`src/hw/rtl/aiws_pkg.sv`:
```
// Shared types and constants for the AEHA IR waveform sampler.
// Holds the item structs, register indexes, reset values and the sequencer states.
// No dependencies.
`default_nettype none

package aiws_pkg;

    // Field and state widths.
    localparam int ON_W       = 10;
    localparam int OFF_W      = 10;
    localparam int OFF3_W     = 12;
    localparam int TRAIL_W    = 14;
    localparam int CFG_IDX_W  = 2;
    localparam int CFG_DATA_W = 14;
    localparam int ELAPSED_W  = 24;
    localparam int COUNT_W    = 11;
    localparam int DUR_W      = 14;
    localparam int RES_CNT_W  = 6;

    // At most this many result items are delivered for one input item.
    localparam int RESULT_LIMIT = 60;

    // Register reset values.
    localparam logic [ON_W-1:0]    ON_TIME_RESET   = 10'd488;
    localparam logic [OFF_W-1:0]   OFF_TIME_RESET  = 10'd464;
    localparam logic [OFF3_W-1:0]  OFF3_RESET      = 12'd1392;
    localparam logic [TRAIL_W-1:0] TRAIL_OFF_RESET = 14'd8000;

    // Configuration register indexes.
    typedef enum logic [CFG_IDX_W-1:0] {
        REG_ON_TIME   = 2'd0,
        REG_OFF_TIME  = 2'd1,
        REG_TRAIL_OFF = 2'd2
    } cfg_reg_t;

    // Input item: one frame byte with its frame marks.
    typedef struct packed {
        logic [7:0] data_byte;
        logic       first_byte;
        logic       last_byte;
    } in_item_t;

    // Result item: eight packed carrier samples.
    typedef struct packed {
        logic [7:0] sample_byte;
        logic [7:0] byte_index;
        logic       run_last;
    } out_item_t;

    // Sequencer states: idle, one per pulse segment, flush and wrap-up.
    typedef enum logic [8:0] {
        S_IDLE      = 9'b000000001,
        S_LEAD_ON   = 9'b000000010,
        S_LEAD_OFF  = 9'b000000100,
        S_BIT_ON    = 9'b000001000,
        S_BIT_OFF   = 9'b000010000,
        S_TRAIL_ON  = 9'b000100000,
        S_TRAIL_OFF = 9'b001000000,
        S_FLUSH     = 9'b010000000,
        S_DONE      = 9'b100000000
    } seq_state_t;

endpackage

`default_nettype wire

```
`src/hw/rtl/aeha_ir_waveform_sampler_unit.sv`:
```
// Top level of the AEHA IR waveform sampler: pulse sequencer, bit-serial sample packer
// and result output register. Depends on aiws_pkg.
`default_nettype none

// Channel   Direction  Handshake            Payload
// cfg       in         cfg_wr_en            cfg_index, cfg_data (on, off, trailer times)
// in        in         in_valid / in_stall  in_data  (data_byte, first_byte, last_byte)
// out       out        out_valid/ out_stall out_data (sample_byte, byte_index, run_last)
//
// An item runs through up to S pulse segments (16 for the data bits, plus 2 for the leader
// on a first byte and 2 for the trailer on a last byte); its samples are placed one per cycle
// by the sample shift register while no full output holds them; a flush pads the partial byte.
// A new item is taken only when the sequencer is back in idle.
// Reset clears the timing state and loads the register reset values; no clearing pass.
// A stalled output holds its item; the sequencer waits only when a finished byte, or the held
// result at wrap-up, must move into the output register and that register is still full.
module aeha_ir_waveform_sampler_unit
    import aiws_pkg::*;
#(
    parameter int MAX_SAMPLES      = 1920,
    parameter int SAMPLE_PERIOD_US = 100
)
(
    input  wire logic                  clk,
    input  wire logic                  rst_n,
    input  wire logic                  cfg_wr_en,
    input  wire logic [CFG_IDX_W-1:0]  cfg_index,
    input  wire logic [CFG_DATA_W-1:0] cfg_data,
    input  wire logic                  in_valid,
    output logic                       in_stall,
    input  wire in_item_t              in_data,
    output logic                       out_valid,
    input  wire logic                  out_stall,
    output out_item_t                  out_data
);

    // The sample boundary register holds (sample_count + 1) * period.
    localparam int BOUND_W = $clog2((MAX_SAMPLES + 8) * SAMPLE_PERIOD_US + 1);
    localparam int CMP_W   = (BOUND_W > ELAPSED_W) ? BOUND_W : ELAPSED_W;
    localparam logic [BOUND_W-1:0]   PERIOD    = BOUND_W'(SAMPLE_PERIOD_US);
    localparam logic [COUNT_W-1:0]   SC_MAX    = COUNT_W'(MAX_SAMPLES);
    localparam logic [RES_CNT_W-1:0] RES_LIMIT = RES_CNT_W'(RESULT_LIMIT);

    // Configuration registers.
    logic [ON_W-1:0]      on_reg, on_next;
    logic [OFF_W-1:0]     off_reg, off_next;
    logic [OFF3_W-1:0]    off3_reg, off3_next;
    logic [TRAIL_W-1:0]   trail_reg, trail_next;

    // Sequencer and timing state.
    seq_state_t           state_reg, state_next;
    logic                 adding_reg, adding_next;
    logic [ELAPSED_W-1:0] elapsed_reg, elapsed_next;
    logic [COUNT_W-1:0]   sc_reg, sc_next;
    logic [BOUND_W-1:0]   bound_reg, bound_next;
    logic [7:0]           buf_reg, buf_next;
    logic [7:0]           data_reg, data_next;
    logic [2:0]           bit_cnt_reg, bit_cnt_next;
    logic                 last_reg, last_next;
    logic [RES_CNT_W-1:0] res_cnt_reg, res_cnt_next;

    // Held result, whose last mark is known only once the next one arrives.
    logic                 pend_valid_reg, pend_valid_next;
    logic [7:0]           pend_byte_reg, pend_byte_next;
    logic [7:0]           pend_index_reg, pend_index_next;

    // Output register.
    logic                 out_valid_reg, out_valid_next;
    out_item_t            out_reg, out_next;

    // Datapath helpers.
    logic                 timed;
    logic                 level;
    logic [DUR_W-1:0]     dur;
    logic [ELAPSED_W:0]   sum;
    logic [ELAPSED_W-1:0] elapsed_sat;
    logic                 run_ready;
    logic                 want_sample;
    logic                 byte_done;
    logic                 keep;
    logic                 out_free;
    logic                 do_sample;
    logic                 push;
    logic [7:0]           new_byte;
    logic                 seg_end;

    assign in_stall  = (state_reg != S_IDLE);
    assign out_valid = out_valid_reg;
    assign out_data  = out_reg;

    // Segment decode: which states run a timed level, the level, and its duration.
    always_comb
    begin
        timed = 1'b1;
        level = 1'b0;
        dur   = '0;
        case (state_reg)
            S_LEAD_ON:
            begin
                level = 1'b1;
                dur   = DUR_W'({on_reg, 3'b000});
            end
            S_LEAD_OFF:
            begin
                dur = DUR_W'({off_reg, 2'b00});
            end
            S_BIT_ON:
            begin
                level = 1'b1;
                dur   = DUR_W'(on_reg);
            end
            S_BIT_OFF:
            begin
                dur = data_reg[0] ? DUR_W'(off3_reg) : DUR_W'(off_reg);
            end
            S_TRAIL_ON:
            begin
                level = 1'b1;
                dur   = DUR_W'(on_reg);
            end
            S_TRAIL_OFF:
            begin
                dur = trail_reg;
            end
            default:
            begin
                timed = 1'b0;
            end
        endcase
    end

    // Saturating time add and the sample boundary test.
    always_comb
    begin
        sum         = {1'b0, elapsed_reg} + (ELAPSED_W + 1)'(dur);
        elapsed_sat = sum[ELAPSED_W] ? {ELAPSED_W{1'b1}} : sum[ELAPSED_W-1:0];
        run_ready   = (sc_reg < SC_MAX) && (CMP_W'(bound_reg) <= CMP_W'(elapsed_reg));
    end

    // One sample per cycle; a finished byte may have to wait for the output register.
    always_comb
    begin
        want_sample = (timed && !adding_reg && run_ready)
                   || ((state_reg == S_FLUSH) && (sc_reg[2:0] != 3'd0));
        byte_done   = (sc_reg[2:0] == 3'd7);
        keep        = (res_cnt_reg < RES_LIMIT);
        out_free    = !out_valid_reg || !out_stall;
        do_sample   = want_sample && (!(byte_done && keep && pend_valid_reg) || out_free);
        new_byte    = {level, buf_reg[7:1]};
        seg_end     = timed && !adding_reg && !run_ready;
        push        = (do_sample && byte_done && keep && pend_valid_reg)
                   || ((state_reg == S_DONE) && pend_valid_reg && out_free);
    end

    // Next-state logic.
    always_comb
    begin
        on_next         = on_reg;
        off_next        = off_reg;
        off3_next       = off3_reg;
        trail_next      = trail_reg;
        state_next      = state_reg;
        adding_next     = adding_reg;
        elapsed_next    = elapsed_reg;
        sc_next         = sc_reg;
        bound_next      = bound_reg;
        buf_next        = buf_reg;
        data_next       = data_reg;
        bit_cnt_next    = bit_cnt_reg;
        last_next       = last_reg;
        res_cnt_next    = res_cnt_reg;
        pend_valid_next = pend_valid_reg;
        pend_byte_next  = pend_byte_reg;
        pend_index_next = pend_index_reg;
        out_valid_next  = out_valid_reg;
        out_next        = out_reg;

        // Register writes; the off time also keeps its triple for a one bit.
        if (cfg_wr_en)
        begin
            case (cfg_reg_t'(cfg_index))
                REG_ON_TIME:
                begin
                    on_next = cfg_data[ON_W-1:0];
                end
                REG_OFF_TIME:
                begin
                    off_next  = cfg_data[OFF_W-1:0];
                    off3_next = {2'b00, cfg_data[OFF_W-1:0]}
                              + {1'b0, cfg_data[OFF_W-1:0], 1'b0};
                end
                REG_TRAIL_OFF:
                begin
                    trail_next = cfg_data[TRAIL_W-1:0];
                end
                default:
                begin
                end
            endcase
        end

        // Accept an item and pick the first segment.
        if ((state_reg == S_IDLE) && in_valid)
        begin
            data_next    = in_data.data_byte;
            last_next    = in_data.last_byte;
            bit_cnt_next = 3'd0;
            res_cnt_next = '0;
            adding_next  = 1'b1;
            if (in_data.first_byte)
            begin
                elapsed_next = '0;
                sc_next      = '0;
                bound_next   = PERIOD;
                state_next   = S_LEAD_ON;
            end
            else
            begin
                state_next = S_BIT_ON;
            end
        end

        // First cycle of a timed segment advances the running time.
        if (timed && adding_reg)
        begin
            elapsed_next = elapsed_sat;
            adding_next  = 1'b0;
        end

        // Shift one sample into the packer; a full byte becomes the held result.
        if (do_sample)
        begin
            buf_next   = new_byte;
            sc_next    = sc_reg + COUNT_W'(1);
            bound_next = bound_reg + PERIOD;
            if (byte_done && keep)
            begin
                res_cnt_next    = res_cnt_reg + RES_CNT_W'(1);
                pend_valid_next = 1'b1;
                pend_byte_next  = new_byte;
                pend_index_next = sc_reg[COUNT_W-1:3];
            end
        end

        // Move on when the current segment has placed all of its samples.
        if (seg_end)
        begin
            adding_next = 1'b1;
            case (state_reg)
                S_LEAD_ON:
                begin
                    state_next = S_LEAD_OFF;
                end
                S_LEAD_OFF:
                begin
                    state_next = S_BIT_ON;
                end
                S_BIT_ON:
                begin
                    state_next = S_BIT_OFF;
                end
                S_BIT_OFF:
                begin
                    data_next    = {1'b0, data_reg[7:1]};
                    bit_cnt_next = bit_cnt_reg + 3'd1;
                    if (bit_cnt_reg == 3'd7)
                    begin
                        state_next = last_reg ? S_TRAIL_ON : S_DONE;
                    end
                    else
                    begin
                        state_next = S_BIT_ON;
                    end
                end
                S_TRAIL_ON:
                begin
                    state_next = S_TRAIL_OFF;
                end
                S_TRAIL_OFF:
                begin
                    state_next = S_FLUSH;
                end
                default:
                begin
                    state_next = S_DONE;
                end
            endcase
        end

        // Flush ends once the partial byte has been padded out.
        if ((state_reg == S_FLUSH) && (sc_reg[2:0] == 3'd0))
        begin
            state_next = S_DONE;
        end

        // Wrap-up: release the held result as the last of this item.
        if (state_reg == S_DONE)
        begin
            if (!pend_valid_reg)
            begin
                state_next = S_IDLE;
            end
            else if (out_free)
            begin
                pend_valid_next = 1'b0;
                state_next      = S_IDLE;
            end
        end

        // Output register.
        if (push)
        begin
            out_valid_next       = 1'b1;
            out_next.sample_byte = pend_byte_reg;
            out_next.byte_index  = pend_index_reg;
            out_next.run_last    = (state_reg == S_DONE);
        end
        else if (!out_stall)
        begin
            out_valid_next = 1'b0;
        end
    end

    // Registers.
    always_ff @(posedge clk or negedge rst_n)
    begin
        if (!rst_n)
        begin
            on_reg         <= ON_TIME_RESET;
            off_reg        <= OFF_TIME_RESET;
            off3_reg       <= OFF3_RESET;
            trail_reg      <= TRAIL_OFF_RESET;
            state_reg      <= S_IDLE;
            adding_reg     <= 1'b0;
            elapsed_reg    <= '0;
            sc_reg         <= '0;
            bound_reg      <= PERIOD;
            res_cnt_reg    <= '0;
            pend_valid_reg <= 1'b0;
            out_valid_reg  <= 1'b0;
        end
        else
        begin
            on_reg         <= on_next;
            off_reg        <= off_next;
            off3_reg       <= off3_next;
            trail_reg      <= trail_next;
            state_reg      <= state_next;
            adding_reg     <= adding_next;
            elapsed_reg    <= elapsed_next;
            sc_reg         <= sc_next;
            bound_reg      <= bound_next;
            res_cnt_reg    <= res_cnt_next;
            pend_valid_reg <= pend_valid_next;
            out_valid_reg  <= out_valid_next;
        end
    end

    // Payload registers carry no reset.
    always_ff @(posedge clk)
    begin
        buf_reg        <= buf_next;
        data_reg       <= data_next;
        bit_cnt_reg    <= bit_cnt_next;
        last_reg       <= last_next;
        pend_byte_reg  <= pend_byte_next;
        pend_index_reg <= pend_index_next;
        out_reg        <= out_next;
    end

    // The per-item result count never passes its limit.
    a_res_limit: assert property (@(posedge clk) disable iff (!rst_n)
        res_cnt_reg <= RES_LIMIT)
        else $error("result count above limit");

    // A result released in mid-item is never marked as the last one.
    a_mid_not_last: assert property (@(posedge clk) disable iff (!rst_n)
        (push && (state_reg != S_DONE)) |=> !out_reg.run_last)
        else $error("mid-item result marked last");

    // Running time only grows while an item is being worked on.
    a_time_grows: assert property (@(posedge clk) disable iff (!rst_n)
        (state_reg != S_IDLE) |=> (elapsed_reg >= $past(elapsed_reg)))
        else $error("running time went backwards");

    // After a flush the sample count sits on a byte boundary.
    a_flush_aligned: assert property (@(posedge clk) disable iff (!rst_n)
        ((state_reg == S_DONE) && last_reg) |-> (sc_reg[2:0] == 3'd0))
        else $error("sample count not byte aligned after flush");

endmodule

`default_nettype wire
```
`config.mk`:
```
export PLATFORM = sky130hd
export DESIGN_NAME = aeha_ir_waveform_sampler_unit
export DESIGN_NICKNAME = d
export VERILOG_FILES = /design/src/hw/rtl/aiws_pkg.sv /design/src/hw/rtl/aeha_ir_waveform_sampler_unit.sv
export SDC_FILE = /design/constraint.sdc
export NUM_CORES = 1
export LEC_CHECK = 0
export BUFFER_PORTS_ARGS = -buffer_cell sky130_fd_sc_hd__buf_2
export CAP_MARGIN = 40
export CORE_ASPECT_RATIO = 2
export CORE_UTILIZATION = 41
export CTS_CLUSTER_SIZE = 12
export DETAILED_ROUTE_END_ITERATION = 16
export GPL_TIMING_DRIVEN = 1
export SLEW_MARGIN = 20
export SYNTH_ARGS = -nofsm -noshare
export SYNTH_HDL_FRONTEND = slang
export SYNTH_SLANG_ARGS = --single-unit
```
`constraint.sdc`:
```
create_clock -name clk -period 6.8 [get_ports clk]
set_input_delay 0.68 -clock clk [delete_from_list [all_inputs] [get_ports clk]]
set_output_delay 0.68 -clock clk [all_outputs]
set_load 0.01 [all_outputs]
```
==> flow_summary.toml, run 1 <==
[clock_tree]
clk_pin_slew_ns = 0.07
cts_root_buffer = "clkbuf_16"
post-cts-setup-buffer-count = 0
clockBufferDepth = 2
cts.sinks = 166
post_cts_resize_count = 0
cts_tree = "built"
clock_latency_ns = 0.44
htree_levels = 4
ctsHoldBuffers = 0
cts_buffers = 17

[run]
max_cap_viol_count = 0

[pwr]
ir_drop_mv = 0.1565
p_leak_nw = 4.452
internal_power_w = 0.001741
switching_share = 0.2371
seqPwrFrac = 0.497
pwr-share-comb = 0.057
power_w = 0.002282
switchingPower_w = 0.0005410
p_clk_frac = 0.445
power_density_nw_per_um2 = 229.6

[floorplanning]
die_w_um = 105.0
boundaryPins = 50
die_h_um = 208.0
initial_core_util = 0.4155
core.rowCount = 75
die-area_um2 = 21830
coreArea_um2 = 20930

[route]
drt.antenna.violating_nets = 0
drc = 0
viasPerCell = 5.518
wl_per_cell_um = 16.70
first_pass_iters = 5
drt_wl_total_mm = 19.55
drtIter0Drc = 331
num_vias = 6462

[global_route]
grt.overflow.total = 0
grt_max_degree = 52
grt_pass1_vias = 6647
grt_first_pass_wirelength_mm = 32.20
antenna_found_initial = 0
grt_use_total = 0.1898

[yosys]
syn_area_per_cell_um2 = 10.36
yosys.area.top_type = "dfrtp_1"
syn_area_um2 = 8696
synth_most_common_cell = "nand2_1"
synthTopCellsByCount = "nand2_1, dfrtp_1, o21ai_0"
ys_async_sr_fraction = 0.6867
synthMuxAreaShare = 0.07367
syn_inst = 839
synthSimpleGateAreaFrac = 0.1567
ys_seq_area_frac = 0.4984
yosys-top-cells-area = "dfrtp_1, edfxtp_1, dfstp_2, ha_1, nand2_1"
synth_top_family_by_area = "simple AND/OR/NAND/NOR gates"
synth_top_cell_area_share = 0.2590
ys_types = 65
synth_edf_count = 41
synth-compound-area-share = 0.1462
synthXorXnorAreaFrac = 0.01914
synthAdderAreaFrac = 0.07367
syn_nets = 920
yosysWarningCount = 0
synth_flop_cell = "dfrtp_1"
ys_ff_latch = 166

[setup_path]
crit_buf_inv = 0
cp_max_fo = 10
ff2ff_setup_slack_ns = 2.31
arrival_ns = 4.80
cpMostUsedCell = "o21ai_0"
critPathSlowestCell = "a31oi_1"
end_kind = "flip-flop"
cp_top_family = "compound AO/OA/AOI/OAI gates"
cp.required_ns = 7.12
cp-start-kind = "flip-flop"
reg2reg_depth = 13
worstSetupPathType = "reg2reg"
crit_chain = "or3_1 > or2_2 > or3_1 > o21ai_0 > ha_1 > a211oi_1 > nor2_1 > o21ai_0 > a311oi_1 > a31oi_1 > o21ai_0 > a21oi_1 > nor3_1"
reg2reg_from = "state_reg[1]"
r2r-end = "elapsed_reg[19]"
slowest_delay_ns = 0.58

[layout]
fill_cells = 1968
antenna_cells = 0
largest_register_ffs = 24
regArea_um2 = 4334
drive_gt1_frac = 0.1907
multi_input_area_um2 = 4104
area_growth_pct = 14.27
finish.net_count = 970

[placed_design]
place.gp.congestion = 0.8109
pre_cts_slack_ns = 2.021
io_buffers = 49
hpwlAfterDp_mm = 14.74

[sta]
max_freq_mhz = 222.9
final.setup_skew_ns = 0.01287
max_slew.worst_pin.slew_ns = 0.8009
fin_crit_sh = 0.6597
final.setup.tns_ns = 0
period_needed_ns = 4.486
finalSetupViolCount = 0
relSlewSlack = 0.4650
rsz0062_at_grt = "false"
slew_viol_final = 0
hold_viol_final = 0
hold_slack_ns = 0.2450
setup_slack_ns = 2.314

[outcome]
status = "completed"

[hold_path]
hp-class = "in2async"
[cells by family after synthesis]
family,count (synthesis)
AND/OR/NAND/NOR,277
AO/OA/AOI/OAI,197
flip-flops,166
buffers and inverters,70
multiplexers,60
adder cells (fa/ha/maj),50
XOR/XNOR,19
[cell type report]
type	instances	area share
sequential	166	0.4362
timing repair buffer	64	0.03979
clock buffer	17	0.04281
inverter	37	0.01423
clock inverter	15	0.02015
multi-input combinational	603	0.4130
tap	269	0.03387
[metrics by stage]
| step | util | area (um2) | cells |
|---|---|---|---|
| floorplan | - | 8696 | 839 |
| CTS | 0.4745 | 9930 | 1170 |
| detailed placement | 0.4446 | 9304 | 1138 |
| global placement | 0.4415 | 9239 | 1134 |
| finish | 0.4749 | 9937 | 1171 |
| global route | 0.4749 | 9937 | 1171 |
[how the worst max path moves through the flow]
stage                 endpoint         start  slack [ns]  cells past startpoint
5_1_grt        elapsed_reg[19]  state_reg[1]        1.97                     13
3_5_place_dp   elapsed_reg[19]  state_reg[1]        2.02                     14
6_report       elapsed_reg[19]  state_reg[1]        2.31                     13
4_1_cts        elapsed_reg[19]  state_reg[1]        2.01                     14
2_1_floorplan  elapsed_reg[20]  state_reg[1]        2.78                     16
3_3_place_gp   elapsed_reg[19]  state_reg[1]        2.08                     14
[cell usage in the layout, fill, tap and decap left out, types with 28 or more instances in the layout]
cell / Yosys / final
inv_1: 35 / 35
mux2_2: 32 / 32
o21ai_0: 50 / 50
dfrtp_1: 90 / 90
ha_1: 48 / 48
nand2_1: 104 / 104
buf_2: 3 / 48
mux2i_1: 28 / 28
nor2_1: 45 / 45
a21oi_1: 44 / 44
edfxtp_1: 41 / 41
[power groups by stage]
stage	clock [W]	combinational, W	sequential (W)
after detailed placement	0	0.000134	0.00115
after global placement	0	0.000127	0.00115
after CTS	0.00104	0.000134	0.00113
after floorplan	0	0.0000872	0.00113
final	0.00102	0.000131	0.00113
after global routing	0.00108	0.000150	0.00114
[worst register-to-register path: cells and delay by family, from the launching register on]
family | cells | cell delay (ns)
AOI/OAI and AO/OA | 7 | 2.13
and+or+nand+nor | 5 | 1.49
DFF | 1 | 0.42
adders and majority gates | 1 | 0.32
[routing by layer]
layer | wire length (um) | share of wire | global-route usage | vias to the layer above
met3 | 398 | 0.020 | 0.03571 | 46
met4 | 717 | 0.037 | 0.09908 | 0
met1 | 7244 | 0.37 | 0.1811 | 3127
met5 | 0 | 0 | 0 | -
li1 | - | - | - | 3175
met2 | 11190 | 0.57 | 0.3731 | 114
Power figures use the tool's default switching activity.
==> run 2, diff against run 1 <==
==> constraint.sdc (replaced) <==
create_clock -name clk -period 3.79 [get_ports clk]
set_input_delay 0.379 -clock clk [delete_from_list [all_inputs] [get_ports clk]]
set_output_delay 0.379 -clock clk [all_outputs]
set_load 0.01 [all_outputs]
==> flow_summary.toml, run 2 (synthesized netlist as in run 1, its figures left out) <==
[outcome]
status = "completed"

[sta]
fin_crit_sh = 0.9669
finalSetupViolCount = 0
period_needed_ns = 3.664
hold_slack_ns = 0.1098
slew_viol_final = 0
hold_viol_final = 0
final.setup_skew_ns = 0.008603
max_freq_mhz = 272.9
rsz0062_at_grt = "true"
max_slew.worst_pin.slew_ns = 0.6715
relSlewSlack = 0.5523

[clock_tree]
cts_buffers = 17
cts_root_buffer = "clkbuf_16"
clock_latency_ns = 0.45
clk_pin_slew_ns = 0.07
htree_levels = 4
cts_tree = "built"
clockBufferDepth = 2
cts.sinks = 166

[placed_design]
io_buffers = 49
place.gp.congestion = 0.8269
hpwlAfterDp_mm = 15.46
dp.cells = 1196

[layout]
mostFrequentLayoutCells = "nand2_1, dfrtp_1, buf_4"
fill_cells = 1928
multi_input_area_um2 = 4293
largest_register_ffs = 24
finish.net_count = 1031
postLayoutCoreUtil = 0.5061
final_cells = 1232
drive_gt1_frac = 0.2638
regArea_um2 = 4334
antenna_cells = 0
area_growth_pct = 21.80
layout.cells.most_common = "nand2_1"

[setup_path]
slowest_delay_ns = 0.51
critPathSlowestCell = "or4_4"
cp-start-kind = "flip-flop"
end_kind = "flip-flop"
cp_max_fo = 7
arrival_ns = 3.99
worstSetupPathType = "reg2reg"
crit_chain = "or2_2 > or4_4 > nor3b_4 > buf_6 > buf_12 > a222oi_1 > nand2_1 > ha_4 > o21a_1 > o21a_1 > nor3_2 > a311oi_4 > a31oi_4 > or2_2 > nor4_2 > nor3_1"
cp.required_ns = 4.11

[global_route]
grt_pass1_vias = 6759
grt.overflow.total = 0
antenna_found_initial = 0
grt_max_degree = 65
grt_use_total = 0.1958
grt_first_pass_wirelength_mm = 33.10

[route]
viasPerCell = 5.481
drt_wl_total_mm = 20.30
first_pass_iters = 5
drc = 0
wl_per_cell_um = 16.48
num_vias = 6753
drt.antenna.violating_nets = 0
drtIter0Drc = 234

[pwr]
switching_share = 0.2365
internal_power_w = 0.003125
p_clk_frac = 0.446
ir_drop_mv = 0.2730
seqPwrFrac = 0.497
switchingPower_w = 0.0009676
power_density_nw_per_um2 = 386.4
p_leak_nw = 4.799
power_w = 0.004092
pwr-share-comb = 0.057

[floorplanning]
boundaryPins = 50
die-area_um2 = 21830
die_w_um = 105.0
coreArea_um2 = 20930
core.rowCount = 75
die_h_um = 208.0
initial_core_util = 0.4155

[run]
max_cap_viol_count = 0

[hold_path]
hp-class = "in2reg"
-- run 2: cell types whose count changed in the layout (fill, tap and decap cells not counted), sizes merged --
| cell | previous run | this run |
|---|---|---|
| buf | 64 | 124 |
| inv | 40 | 45 |
| clkinv | 7 | 3 |
| clkinvlp | 2 | 1 |
| dlygate4sd3 | 0 | 1 |
-- run 2: worst paths after layout --
kind	startpoint	endpoint	slack [ns]	depth (start not counted)
min in group asynchronous	rst_n	res_cnt_reg[2]	0.50	2
min reg2reg	pend_index_reg[6]	out_data[7]	0.42	0
max	state_reg[0]	elapsed_reg[19]	0.13	16
max reg2reg	state_reg[0]	elapsed_reg[19]	0.13	16
max in group asynchronous	rst_n	off3_reg[10]	2.44	3
min	in_data[0]	last_reg	0.11	1
-- run 2: cell type report --
class / instances / share of cell area
clock buffers: 17 / 0.04017
clock inverters: 15 / 0.01784
inverters: 37 / 0.01335
multi-input cells: 603 / 0.4053
flip-flops and latches: 166 / 0.4092
well taps: 269 / 0.03178
repair buffers: 125 / 0.08234
-- run 2: power groups by stage --
stage | combinational (W) | sequential (W) | clock [W]
finish | 0.000235 | 0.00203 | 0.00182
global route | 0.000271 | 0.00204 | 0.00193
CTS | 0.000241 | 0.00203 | 0.00186
detailed placement | 0.000239 | 0.00207 | 0
global placement | 0.000230 | 0.00207 | 0
floorplan | 0.000157 | 0.00203 | 0
-- run 2: repair_timing --
item | CTS | global route
pin swaps | 2 | 17
resized for setup | 6 | 31
endpoints found under the hold margin | 34 | 0
setup endpoints to repair | 10 | 23
hold buffers | 1 | 0
setup buffers | 0 | 4
-- run 2: metal layers --
layer  track usage  share of wire  vias to the layer above
met1        0.1888           0.36                     3269
li1              -              -                     3307
met3       0.02694          0.023                       48
met2        0.3852           0.57                      129
met5             0              0                        -
met4        0.1127          0.043                        0
-- run 2: per-stage QoR --
| step | TNS [ns] | setup slack [ns] | area (um2) |
|---|---|---|---|
| final | 0 | 0.1255 | 10590 |
| after global routing | -0.1084 | -0.03075 | 10590 |
| after CTS | -0.04159 | -0.02230 | 10400 |
| after detailed placement | -0.3602 | -0.09622 | 9762 |
| after global placement | -0.02138 | -0.01072 | 9736 |
| after floorplan | 0 | 0.0007061 | 8722 |
-- run 2: worst max-delay path: cells and delay by family (launching register included) --
family	cells	cell delay (ns)
compound gates	5	0.90
fa+ha+maj	1	0.14
flops	1	0.38
buf+inv	2	0.25
simple gates	8	1.85
